[config.mk]
export PLATFORM = sky130hd
export DESIGN_NAME = lru_cache_table_core
export DESIGN_NICKNAME = d
export VERILOG_FILES = /design/src/hw/rtl/lct_pkg.sv /design/src/hw/rtl/lct_match.sv /design/src/hw/rtl/lct_store.sv /design/src/hw/rtl/lct_ctrl.sv /design/src/hw/rtl/lru_cache_table_core.sv
export SDC_FILE = /design/constraint.sdc
export NUM_CORES = 2
export LEC_CHECK = 0
export ABC_CLOCK_PERIOD_IN_PS = 10250
export BUFFER_PORTS_ARGS = -buffer_cell sky130_fd_sc_hd__buf_2
export CAP_MARGIN = 15
export CORE_UTILIZATION = 45
export DETAILED_ROUTE_END_ITERATION = 7
export PLACE_DENSITY = 0.68
export SYNTH_ARGS = -nofsm -noshare
export SYNTH_HDL_FRONTEND = slang
export SYNTH_SLANG_ARGS = --single-unit
[constraint.sdc]
create_clock -name clk -period 10.25 [get_ports clk]
set_clock_uncertainty 0.2 [all_clocks]
set_input_delay 1.5375 -clock clk [delete_from_list [all_inputs] [get_ports clk]]
set_output_delay 1.5375 -clock clk [all_outputs]
set_load 0.005 [all_outputs]
[src/hw/rtl/lct_pkg.sv]
// ----------------------------------------------------------------------------
// LRU cache table package
// Sizes, status codes, sequencer states and inter-module structs.
// ----------------------------------------------------------------------------
package lct_pkg;

  localparam int ENTRIES   = 16;
  localparam int LCT_IDX_W = $clog2(ENTRIES);
  localparam int LCT_OCC_W = $clog2(ENTRIES + 1);
  localparam int LCT_CAP_W = 5;
  localparam int LCT_CMP_W = (LCT_OCC_W > LCT_CAP_W) ? LCT_OCC_W : LCT_CAP_W;
  localparam int KEY_W     = 32;
  localparam int REC_W     = 31;
  localparam int YEAR_W    = 16;
  localparam int STATUS_W  = 3;

  typedef enum logic [STATUS_W-1:0] {
    LCT_GET_HIT      = 3'd0,
    LCT_GET_MISS     = 3'd1,
    LCT_PUT_UPDATED  = 3'd2,
    LCT_PUT_INSERTED = 3'd3,
    LCT_PUT_EVICTED  = 3'd4
  } lct_status_t;

  typedef enum logic [1:0] {
    ST_IDLE,
    ST_SCAN,
    ST_APPLY
  } lct_state_t;

  localparam logic LCT_CMD_GET = 1'b0;
  localparam logic LCT_CMD_PUT = 1'b1;

  typedef struct packed {
    logic                 valid;
    logic [KEY_W-1:0]     key;
    logic [REC_W-1:0]     record;
    logic [YEAR_W-1:0]    year;
    logic [LCT_IDX_W-1:0] rank;
  } lct_entry_t;

  typedef struct packed {
    logic [KEY_W-1:0]     key;
    logic                 old_found;
    logic [LCT_IDX_W-1:0] old_rank;
    logic                 free_found;
  } lct_search_t;

  typedef struct packed {
    logic hit;
    logic older;
    logic free;
  } lct_match_t;

  typedef struct packed {
    logic                 en;
    logic                 touch;
    logic                 write;
    logic                 insert;
    logic                 evict;
    logic [LCT_IDX_W-1:0] idx;
    logic [LCT_IDX_W-1:0] victim;
    logic [LCT_IDX_W-1:0] hit_rank;
    logic [KEY_W-1:0]     key;
    logic [REC_W-1:0]     record;
    logic [YEAR_W-1:0]    year;
  } lct_apply_t;

endpackage

[src/hw/rtl/lct_match.sv]
// ----------------------------------------------------------------------------
// LRU cache table compare unit
// Shared per-entry key match, age compare and free-slot test.
// ----------------------------------------------------------------------------
module lct_match import lct_pkg::*; (
  input  lct_entry_t  entry,
  input  lct_search_t search,
  output lct_match_t  match
);

  assign match.hit   = entry.valid && (entry.key == search.key);
  assign match.older = entry.valid && (!search.old_found || (entry.rank > search.old_rank));
  assign match.free  = !entry.valid && !search.free_found;

endmodule

[src/hw/rtl/lct_store.sv]
// ----------------------------------------------------------------------------
// LRU cache table entry store
// Entry payload, valid marks, recency ranks and occupancy count.
// ----------------------------------------------------------------------------
module lct_store import lct_pkg::*; (
  input  logic                 clk,
  input  logic                 rst,
  input  logic [LCT_IDX_W-1:0] rd_idx,
  output lct_entry_t           rd_entry,
  input  lct_apply_t           apply,
  output logic [LCT_OCC_W-1:0] occupancy
);

  logic [KEY_W-1:0]     keys    [ENTRIES];
  logic [REC_W-1:0]     records [ENTRIES];
  logic [YEAR_W-1:0]    years   [ENTRIES];
  logic [LCT_IDX_W-1:0] ranks   [ENTRIES];
  logic [ENTRIES-1:0]   valid;

  assign rd_entry.valid  = valid[rd_idx];
  assign rd_entry.key    = keys[rd_idx];
  assign rd_entry.record = records[rd_idx];
  assign rd_entry.year   = years[rd_idx];
  assign rd_entry.rank   = ranks[rd_idx];

  always_ff @(posedge clk) begin
    if (apply.en && apply.insert) begin
      keys[apply.idx] <= apply.key;
    end
    if (apply.en && apply.write) begin
      records[apply.idx] <= apply.record;
      years[apply.idx]   <= apply.year;
    end
  end

  always_ff @(posedge clk) begin
    if (rst) begin
      valid     <= '0;
      occupancy <= '0;
      for (int i = 0; i < ENTRIES; i++) begin
        ranks[i] <= '0;
      end
    end else if (apply.en) begin
      for (int i = 0; i < ENTRIES; i++) begin
        if (apply.touch) begin
          if (valid[i] && (ranks[i] < apply.hit_rank)) begin
            ranks[i] <= ranks[i] + LCT_IDX_W'(1);
          end
        end else if (apply.insert) begin
          if (valid[i] && !(apply.evict && (LCT_IDX_W'(i) == apply.victim))) begin
            ranks[i] <= ranks[i] + LCT_IDX_W'(1);
          end
        end
      end
      if (apply.insert && apply.evict) begin
        valid[apply.victim] <= 1'b0;
        ranks[apply.victim] <= '0;
      end
      if (apply.touch) begin
        ranks[apply.idx] <= '0;
      end
      if (apply.insert) begin
        valid[apply.idx] <= 1'b1;
        ranks[apply.idx] <= '0;
        if (!apply.evict) begin
          occupancy <= occupancy + LCT_OCC_W'(1);
        end
      end
    end
  end

endmodule

[src/hw/rtl/lct_ctrl.sv]
// ----------------------------------------------------------------------------
// LRU cache table sequencer
// Accepts a transaction, scans the entries one a cycle, commits and reports.
// ----------------------------------------------------------------------------
module lct_ctrl import lct_pkg::*; (
  input  logic                        clk,
  input  logic                        rst,
  input  logic                        in_valid,
  output logic                        in_ready,
  input  logic                        command,
  input  logic signed [KEY_W-1:0]     key,
  input  logic        [REC_W-1:0]     record_number,
  input  logic        [YEAR_W-1:0]    batch_year,
  output logic                        out_valid,
  input  logic                        out_ready,
  output logic        [STATUS_W-1:0]  status,
  output logic        [REC_W-1:0]     hit_record_number,
  output logic        [YEAR_W-1:0]    hit_batch_year,
  output logic signed [KEY_W-1:0]     evicted_key,
  input  logic        [LCT_CAP_W-1:0] capacity,
  input  logic        [LCT_OCC_W-1:0] occupancy,
  output logic        [LCT_IDX_W-1:0] rd_idx,
  input  lct_entry_t                  entry,
  output lct_search_t                 search,
  input  lct_match_t                  match,
  output lct_apply_t                  apply
);

  lct_state_t state, state_next;

  logic                 cmd;
  logic [KEY_W-1:0]     skey;
  logic [REC_W-1:0]     srec;
  logic [YEAR_W-1:0]    syear;
  logic [LCT_IDX_W-1:0] ptr;
  logic                 hit_found, old_found, free_found;
  logic [LCT_IDX_W-1:0] hit_idx, hit_rank, old_idx, old_rank, free_idx;
  logic [REC_W-1:0]     hit_rec;
  logic [YEAR_W-1:0]    hit_year;
  logic [KEY_W-1:0]     old_key;

  logic                 load;
  lct_status_t          res_status;
  logic [REC_W-1:0]     res_rec;
  logic [YEAR_W-1:0]    res_year;
  logic [KEY_W-1:0]     res_evicted;
  logic [LCT_CMP_W-1:0] eff_cap;
  logic                 need_evict;

  assign rd_idx            = ptr;
  assign search.key        = skey;
  assign search.old_found  = old_found;
  assign search.old_rank   = old_rank;
  assign search.free_found = free_found;

  always_comb begin
    if (capacity == '0) begin
      eff_cap = LCT_CMP_W'(1);
    end else if (LCT_CMP_W'(capacity) > LCT_CMP_W'(ENTRIES)) begin
      eff_cap = LCT_CMP_W'(ENTRIES);
    end else begin
      eff_cap = LCT_CMP_W'(capacity);
    end
  end

  assign need_evict = (LCT_CMP_W'(occupancy) >= eff_cap) && old_found;

  always_ff @(posedge clk) begin
    if (rst) begin
      state <= ST_IDLE;
    end else begin
      state <= state_next;
    end
  end

  always_comb begin
    state_next  = state;
    in_ready    = 1'b0;
    load        = 1'b0;
    apply       = '0;
    apply.key   = skey;
    apply.record = srec;
    apply.year  = syear;
    apply.hit_rank = hit_rank;
    apply.victim = old_idx;
    apply.idx   = hit_idx;
    res_status  = LCT_GET_MISS;
    res_rec     = '0;
    res_year    = '0;
    res_evicted = '0;
    if (cmd == LCT_CMD_GET) begin
      if (hit_found) begin
        res_status  = LCT_GET_HIT;
        res_rec     = hit_rec;
        res_year    = hit_year;
        apply.touch = 1'b1;
      end
    end else if (hit_found) begin
      res_status  = LCT_PUT_UPDATED;
      apply.touch = 1'b1;
      apply.write = 1'b1;
    end else begin
      res_status = LCT_PUT_INSERTED;
      if (need_evict) begin
        res_status   = LCT_PUT_EVICTED;
        res_evicted  = old_key;
        apply.evict  = 1'b1;
        apply.insert = 1'b1;
        apply.write  = 1'b1;
        apply.idx    = (free_found && (free_idx < old_idx)) ? free_idx : old_idx;
      end else if (free_found) begin
        apply.insert = 1'b1;
        apply.write  = 1'b1;
        apply.idx    = free_idx;
      end
    end
    unique case (state)
      ST_IDLE: begin
        in_ready = 1'b1;
        if (in_valid) begin
          state_next = ST_SCAN;
        end
      end
      ST_SCAN: begin
        if (ptr == LCT_IDX_W'(ENTRIES - 1)) begin
          state_next = ST_APPLY;
        end
      end
      ST_APPLY: begin
        if (!out_valid || out_ready) begin
          load       = 1'b1;
          state_next = ST_IDLE;
        end
      end
      default: begin
        state_next = ST_IDLE;
      end
    endcase
    apply.en = load;
  end

  always_ff @(posedge clk) begin
    if (in_valid && in_ready) begin
      cmd        <= command;
      skey       <= key;
      srec       <= record_number;
      syear      <= batch_year;
      ptr        <= '0;
      hit_found  <= 1'b0;
      old_found  <= 1'b0;
      free_found <= 1'b0;
    end else if (state == ST_SCAN) begin
      ptr <= ptr + LCT_IDX_W'(1);
      if (match.hit && !hit_found) begin
        hit_found <= 1'b1;
        hit_idx   <= ptr;
        hit_rank  <= entry.rank;
        hit_rec   <= entry.record;
        hit_year  <= entry.year;
      end
      if (match.older) begin
        old_found <= 1'b1;
        old_idx   <= ptr;
        old_rank  <= entry.rank;
        old_key   <= entry.key;
      end
      if (match.free) begin
        free_found <= 1'b1;
        free_idx   <= ptr;
      end
    end
  end

  always_ff @(posedge clk) begin
    if (rst) begin
      out_valid <= 1'b0;
    end else if (load) begin
      out_valid <= 1'b1;
    end else if (out_ready) begin
      out_valid <= 1'b0;
    end
  end

  always_ff @(posedge clk) begin
    if (load) begin
      status            <= res_status;
      hit_record_number <= res_rec;
      hit_batch_year    <= res_year;
      evicted_key       <= res_evicted;
    end
  end

endmodule

[src/hw/rtl/lru_cache_table_core.sv]
// ----------------------------------------------------------------------------
// LRU cache table core
// A transaction is accepted in the idle state, then the single compare unit steps
// through the 16 entries one a cycle; the apply state then commits and registers
// the result, waiting while an earlier result is held, before the next is accepted.
// Reset clears valid marks, ranks, occupancy and sets capacity to 16.
// ----------------------------------------------------------------------------
module lru_cache_table_core import lct_pkg::*; (
  input  logic                       clk,
  input  logic                       rst,
  input  logic                       in_valid,
  output logic                       in_ready,
  input  logic                       command,
  input  logic signed [KEY_W-1:0]    key,
  input  logic        [REC_W-1:0]    record_number,
  input  logic        [YEAR_W-1:0]   batch_year,
  output logic                       out_valid,
  input  logic                       out_ready,
  output logic        [STATUS_W-1:0] status,
  output logic        [REC_W-1:0]    hit_record_number,
  output logic        [YEAR_W-1:0]   hit_batch_year,
  output logic signed [KEY_W-1:0]    evicted_key,
  input  logic                       cfg_valid,
  output logic                       cfg_ready,
  input  logic        [LCT_CAP_W-1:0] cfg_data
);

  logic [LCT_CAP_W-1:0] capacity_in_use;
  logic [LCT_OCC_W-1:0] occupancy;
  logic [LCT_IDX_W-1:0] rd_idx;
  lct_entry_t           entry;
  lct_search_t          search;
  lct_match_t           match;
  lct_apply_t           apply;

  assign cfg_ready = 1'b1;

  always_ff @(posedge clk) begin
    if (rst) begin
      capacity_in_use <= LCT_CAP_W'(16);
    end else if (cfg_valid && cfg_ready) begin
      capacity_in_use <= cfg_data;
    end
  end

  lct_ctrl u_ctrl (
    .clk               (clk),
    .rst               (rst),
    .in_valid          (in_valid),
    .in_ready          (in_ready),
    .command           (command),
    .key               (key),
    .record_number     (record_number),
    .batch_year        (batch_year),
    .out_valid         (out_valid),
    .out_ready         (out_ready),
    .status            (status),
    .hit_record_number (hit_record_number),
    .hit_batch_year    (hit_batch_year),
    .evicted_key       (evicted_key),
    .capacity          (capacity_in_use),
    .occupancy         (occupancy),
    .rd_idx            (rd_idx),
    .entry             (entry),
    .search            (search),
    .match             (match),
    .apply             (apply)
  );

  lct_match u_match (
    .entry  (entry),
    .search (search),
    .match  (match)
  );

  lct_store u_store (
    .clk       (clk),
    .rst       (rst),
    .rd_idx    (rd_idx),
    .rd_entry  (entry),
    .apply     (apply),
    .occupancy (occupancy)
  );

endmodule

==> reports/qor.txt <==
Total CTS buffers -> 166
EDFF count, synth -> 1525
Outcome -> finished, final reports clean
Initial core utilization -> 45.3%
Crit. path cell count -> 8
Die area -> 0.146 mm²
Setup TNS Final -> 0 ns
Crit path DAT -> 5.81 ns
Share of cells above drive strength 1 -> 24.7%
Vias per Instance -> 5.85
Worst-margin pin slew -> 1.05 ns
Cell Area, Synth -> 0.0649 mm²
Worst Setup EP -> u_ctrl.hit_rec[26]
Chip width -> 382 µm
Hold Buf Count CTS -> 0
RSZ-0062 raised after global routing -> no
Place WS -> 4.72 ns
Final Max Tran Viols -> 0
Clock slew at the register clock pins of the worst setup and hold paths -> 0.06 ns
Pwr Density -> 194 mW/mm²
Slack of the critical path -> 4.64 ns
Hold depth -> 1
Critical-path top delay cell -> clkinv_1
Fmax -> 178 MHz
Clock tree root driver cell -> clkbuf_16
Fin util -> 51.3%
GRT Residual Overflow -> 0
Gpl congestion -> 0.893
Final hold slack -> 0.304 ns
CP required -> 10.45 ns
Cell Count Post-Placement -> 5317
Hpwl dp -> 83.5 mm
Detailed-route wire length per cell -> 26.4 µm
Count of final setup violators -> 0
Proportion of netlist area held by the largest area contributor -> 70.5%
Synth cell types -> 74
Synth-to-layout area growth -> 13.3%
Combinational cell fraction of total power -> 6.6%
Cell mode on critical path -> buf_4
Ranking of synthesized cells by area -> edfxtp_1, mux4_2, dfxtp_1, mux2i_1, ha_1
Setup slack, reg-to-reg -> 4.64 ns
Reg2reg end -> u_ctrl.hit_rec[26]
Clock Sinks -> 1629
Mean post-synth cell area -> 19.4 µm²
Worst hold path type -> reg -> reg
Count leader, synth -> edfxtp_1
CTS tree -> built
Post-CTS Setup Bufs -> 0
Peak supply drop -> 174 µV
Worst rel slew slack -> 29.8%
DRT antenna net count -> 0
#FFs+latches synth -> 1629
DR iter-0 viols -> 3568
Reg2reg path depth -> 8
Max FO, Critical Path -> 51
Total Wirelength -> 149 mm
Post-Syn Nets -> 3507
H-tree depth -> 4
Clk buf depth -> 3
Yosys Warn Count -> 0
Internal power component -> 0.0111 W
Sw frac -> 22.2%
Crit Path Category -> reg -> reg
Residual DRC -> 0
Site Rows -> 139
Die Ht -> 382 µm
Skew-Pair Late Insertion Delay -> 0.80 ns
Nets -> 3750
Final cell count without fillers -> 5628
Gate Count Post-Synth -> 3339
Fin crit share -> 54.7%
Fin. Hold Viols -> 0
Number of buffers inserted by port buffering -> 173
CP top delay family -> buffers and inverters
Sw power -> 0.00315 W
DR vias -> 32900
Maxcap violations -> 0
Initial antenna violation count -> 6
Synth area leader -> edfxtp_1
Asr flop ratio synth -> 0%
Vias in the first global route -> 33100
Cell Chain, Critical Path -> buf_4, clkinv_1, a311o_1, o31ai_1, nand4_1, nor4_1, and4_4, buf_4
P_leak -> 24.3 nW
PostCTS Resize Cnt -> 0
Overall global routing resource usage -> 20.6%
Max incr delay on CP -> 0.87 ns
CP bufs+invs -> 3
I/O pins -> 175
Share of total power in the clock network -> 41.1%
Drt pass-1 iters -> 7
Seq/Total Area, Yosys -> 73.8%
Commonest cells post-synth -> edfxtp_1, mux4_2, nor2_1
Worst setup SP type -> flop
Flop pwr share -> 52.3%
First-pass GRT wire length -> 221 mm
Fin crit period -> 5.61 ns
Synth Flop Type -> edfxtp_1
Core footprint -> 0.143 mm²
Largest net degree at the start of global routing -> 142
Endpoint class of the critical path -> flop
-- kinds of logic (layout without fill, tap and decap cells) --
| group | Yosys count | in the layout | share of synthesized area [%] |
|---|---|---|---|
| other | 1 | 2 | 0.00578 |
| flip-flops | 1629 | 1629 | 73.8 |
| XOR/XNOR | 58 | 58 | 0.783 |
| AND/OR/NAND/NOR | 563 | 563 | 4.49 |
| AO/OA/AOI/OAI | 311 | 311 | 3.22 |
| adder cells (fa/ha/maj) | 78 | 78 | 1.50 |
| buffers and inverters | 201 | 586 | 1.34 |
| multiplexers | 498 | 498 | 14.9 |
-- power by group through the flow --
stage	clock, W	combinational, W	sequential [W]
2_1_floorplan	0	0.000755	0.00749
3_3_place_gp	0	0.000947	0.00758
3_5_place_dp	0	0.000953	0.00758
4_1_cts	0.00594	0.000957	0.00744
5_1_grt	0.00619	0.00101	0.00745
6_report	0.00585	0.000945	0.00744
-- stage by stage --
step / power, W / cell area (µm²)
final: 0.0142 / 73500
after global routing: 0.0146 / 73500
after CTS: 0.0143 / 73500
after detailed placement: 0.00853 / 68200
after global placement: 0.00852 / 68200
after floorplan: 0.00825 / 64900
-- worst reg2reg max path: cells and delay by family (launching register included) --
kind,cells,cell delay [ns]
buffers and inverters,3,2.27
AND/OR/NAND/NOR,3,1.16
AO/OA/AOI/OAI,2,0.82
flip-flops,1,0.66
-- layout make-up --
cell class                      instances  area (µm²)
Clock inverter                         92         883
Clock buffer                          218        4420
Timing Repair Buffer                  232        1350
Inverter                               44         173
Tap cell                             1903        2380
Fill cell                           11300       69800
Antenna cell                            1        2.50
Sequential cell                      1629       47900
Multi-Input combinational cell       1509       16400
-- per-layer routing --
| metal | part of all wire, % | vias to the layer above | GRT usage (%) |
|---|---|---|---|
| met4 | 2.5 | 8 | 5.84 |
| li1 | - | 14100 | - |
| met1 | 42 | 17100 | 29.1 |
| met5 | 0.030 | - | 0 |
| met2 | 48 | 1449 | 32.6 |
| met3 | 8.1 | 258 | 3.87 |
-- state kept, by name, indices dropped and copies added (netlist names), 32 cells and up, named ones only --
register / flops
u_store.keys: 512
u_store.records: 496
u_store.years: 256
u_store.ranks: 64
u_ctrl.evicted_key: 32
u_ctrl.old_key: 32
u_ctrl.skey: 32
-- how the worst min path moves through the flow --
stage | from | endpoint | slack (ns)
3_5_place_dp | u_store.ranks[6][3] | u_store.ranks[6][3] | 0.29
2_1_floorplan | u_ctrl.rd_idx[2] | u_ctrl.free_idx[2] | 0.24
6_report | u_ctrl.hit_year[9] | u_ctrl.hit_batch_year[9] | 0.30
3_3_place_gp | u_store.ranks[6][3] | u_store.ranks[6][3] | 0.28
5_1_grt | u_ctrl.hit_year[9] | u_ctrl.hit_batch_year[9] | 0.30
4_1_cts | u_ctrl.hit_year[9] | u_ctrl.hit_batch_year[9] | 0.30
-- layout by cell type (no fill, tap or decap), types with 7 or more instances in the layout --
cell type and instances:
inv_1 34, o22ai_1 14, nor2b_1 34, dfxtp_1 96, mux2i_1 104, nand4_1 17
and2_1 56, a211oi_1 10, mux4_2 372, a21o_1 18, o21ai_0 52, or3b_2 11
buf_4 56, clkbuf_1 47, and3_1 50, nor2_1 113, dfxtp_4 8, xor2_1 36
o21a_1 22, clkbuf_16 168, clkinv_1 39, ha_1 78, nand2_1 102, a31oi_1 19
nand2b_1 37, a2111oi_0 7, nand3b_1 12, clkinv_2 21, inv_2 7, a22oi_1 27
a22o_1 13, xnor2_1 22, mux2_2 22, a21oi_1 65, nand3_1 54, bufinv_16 9
buf_2 173, nor2_4 26, edfxtp_1 1525, nor3_1 17
No activity file was read; power rests on OpenSTA's default activity.
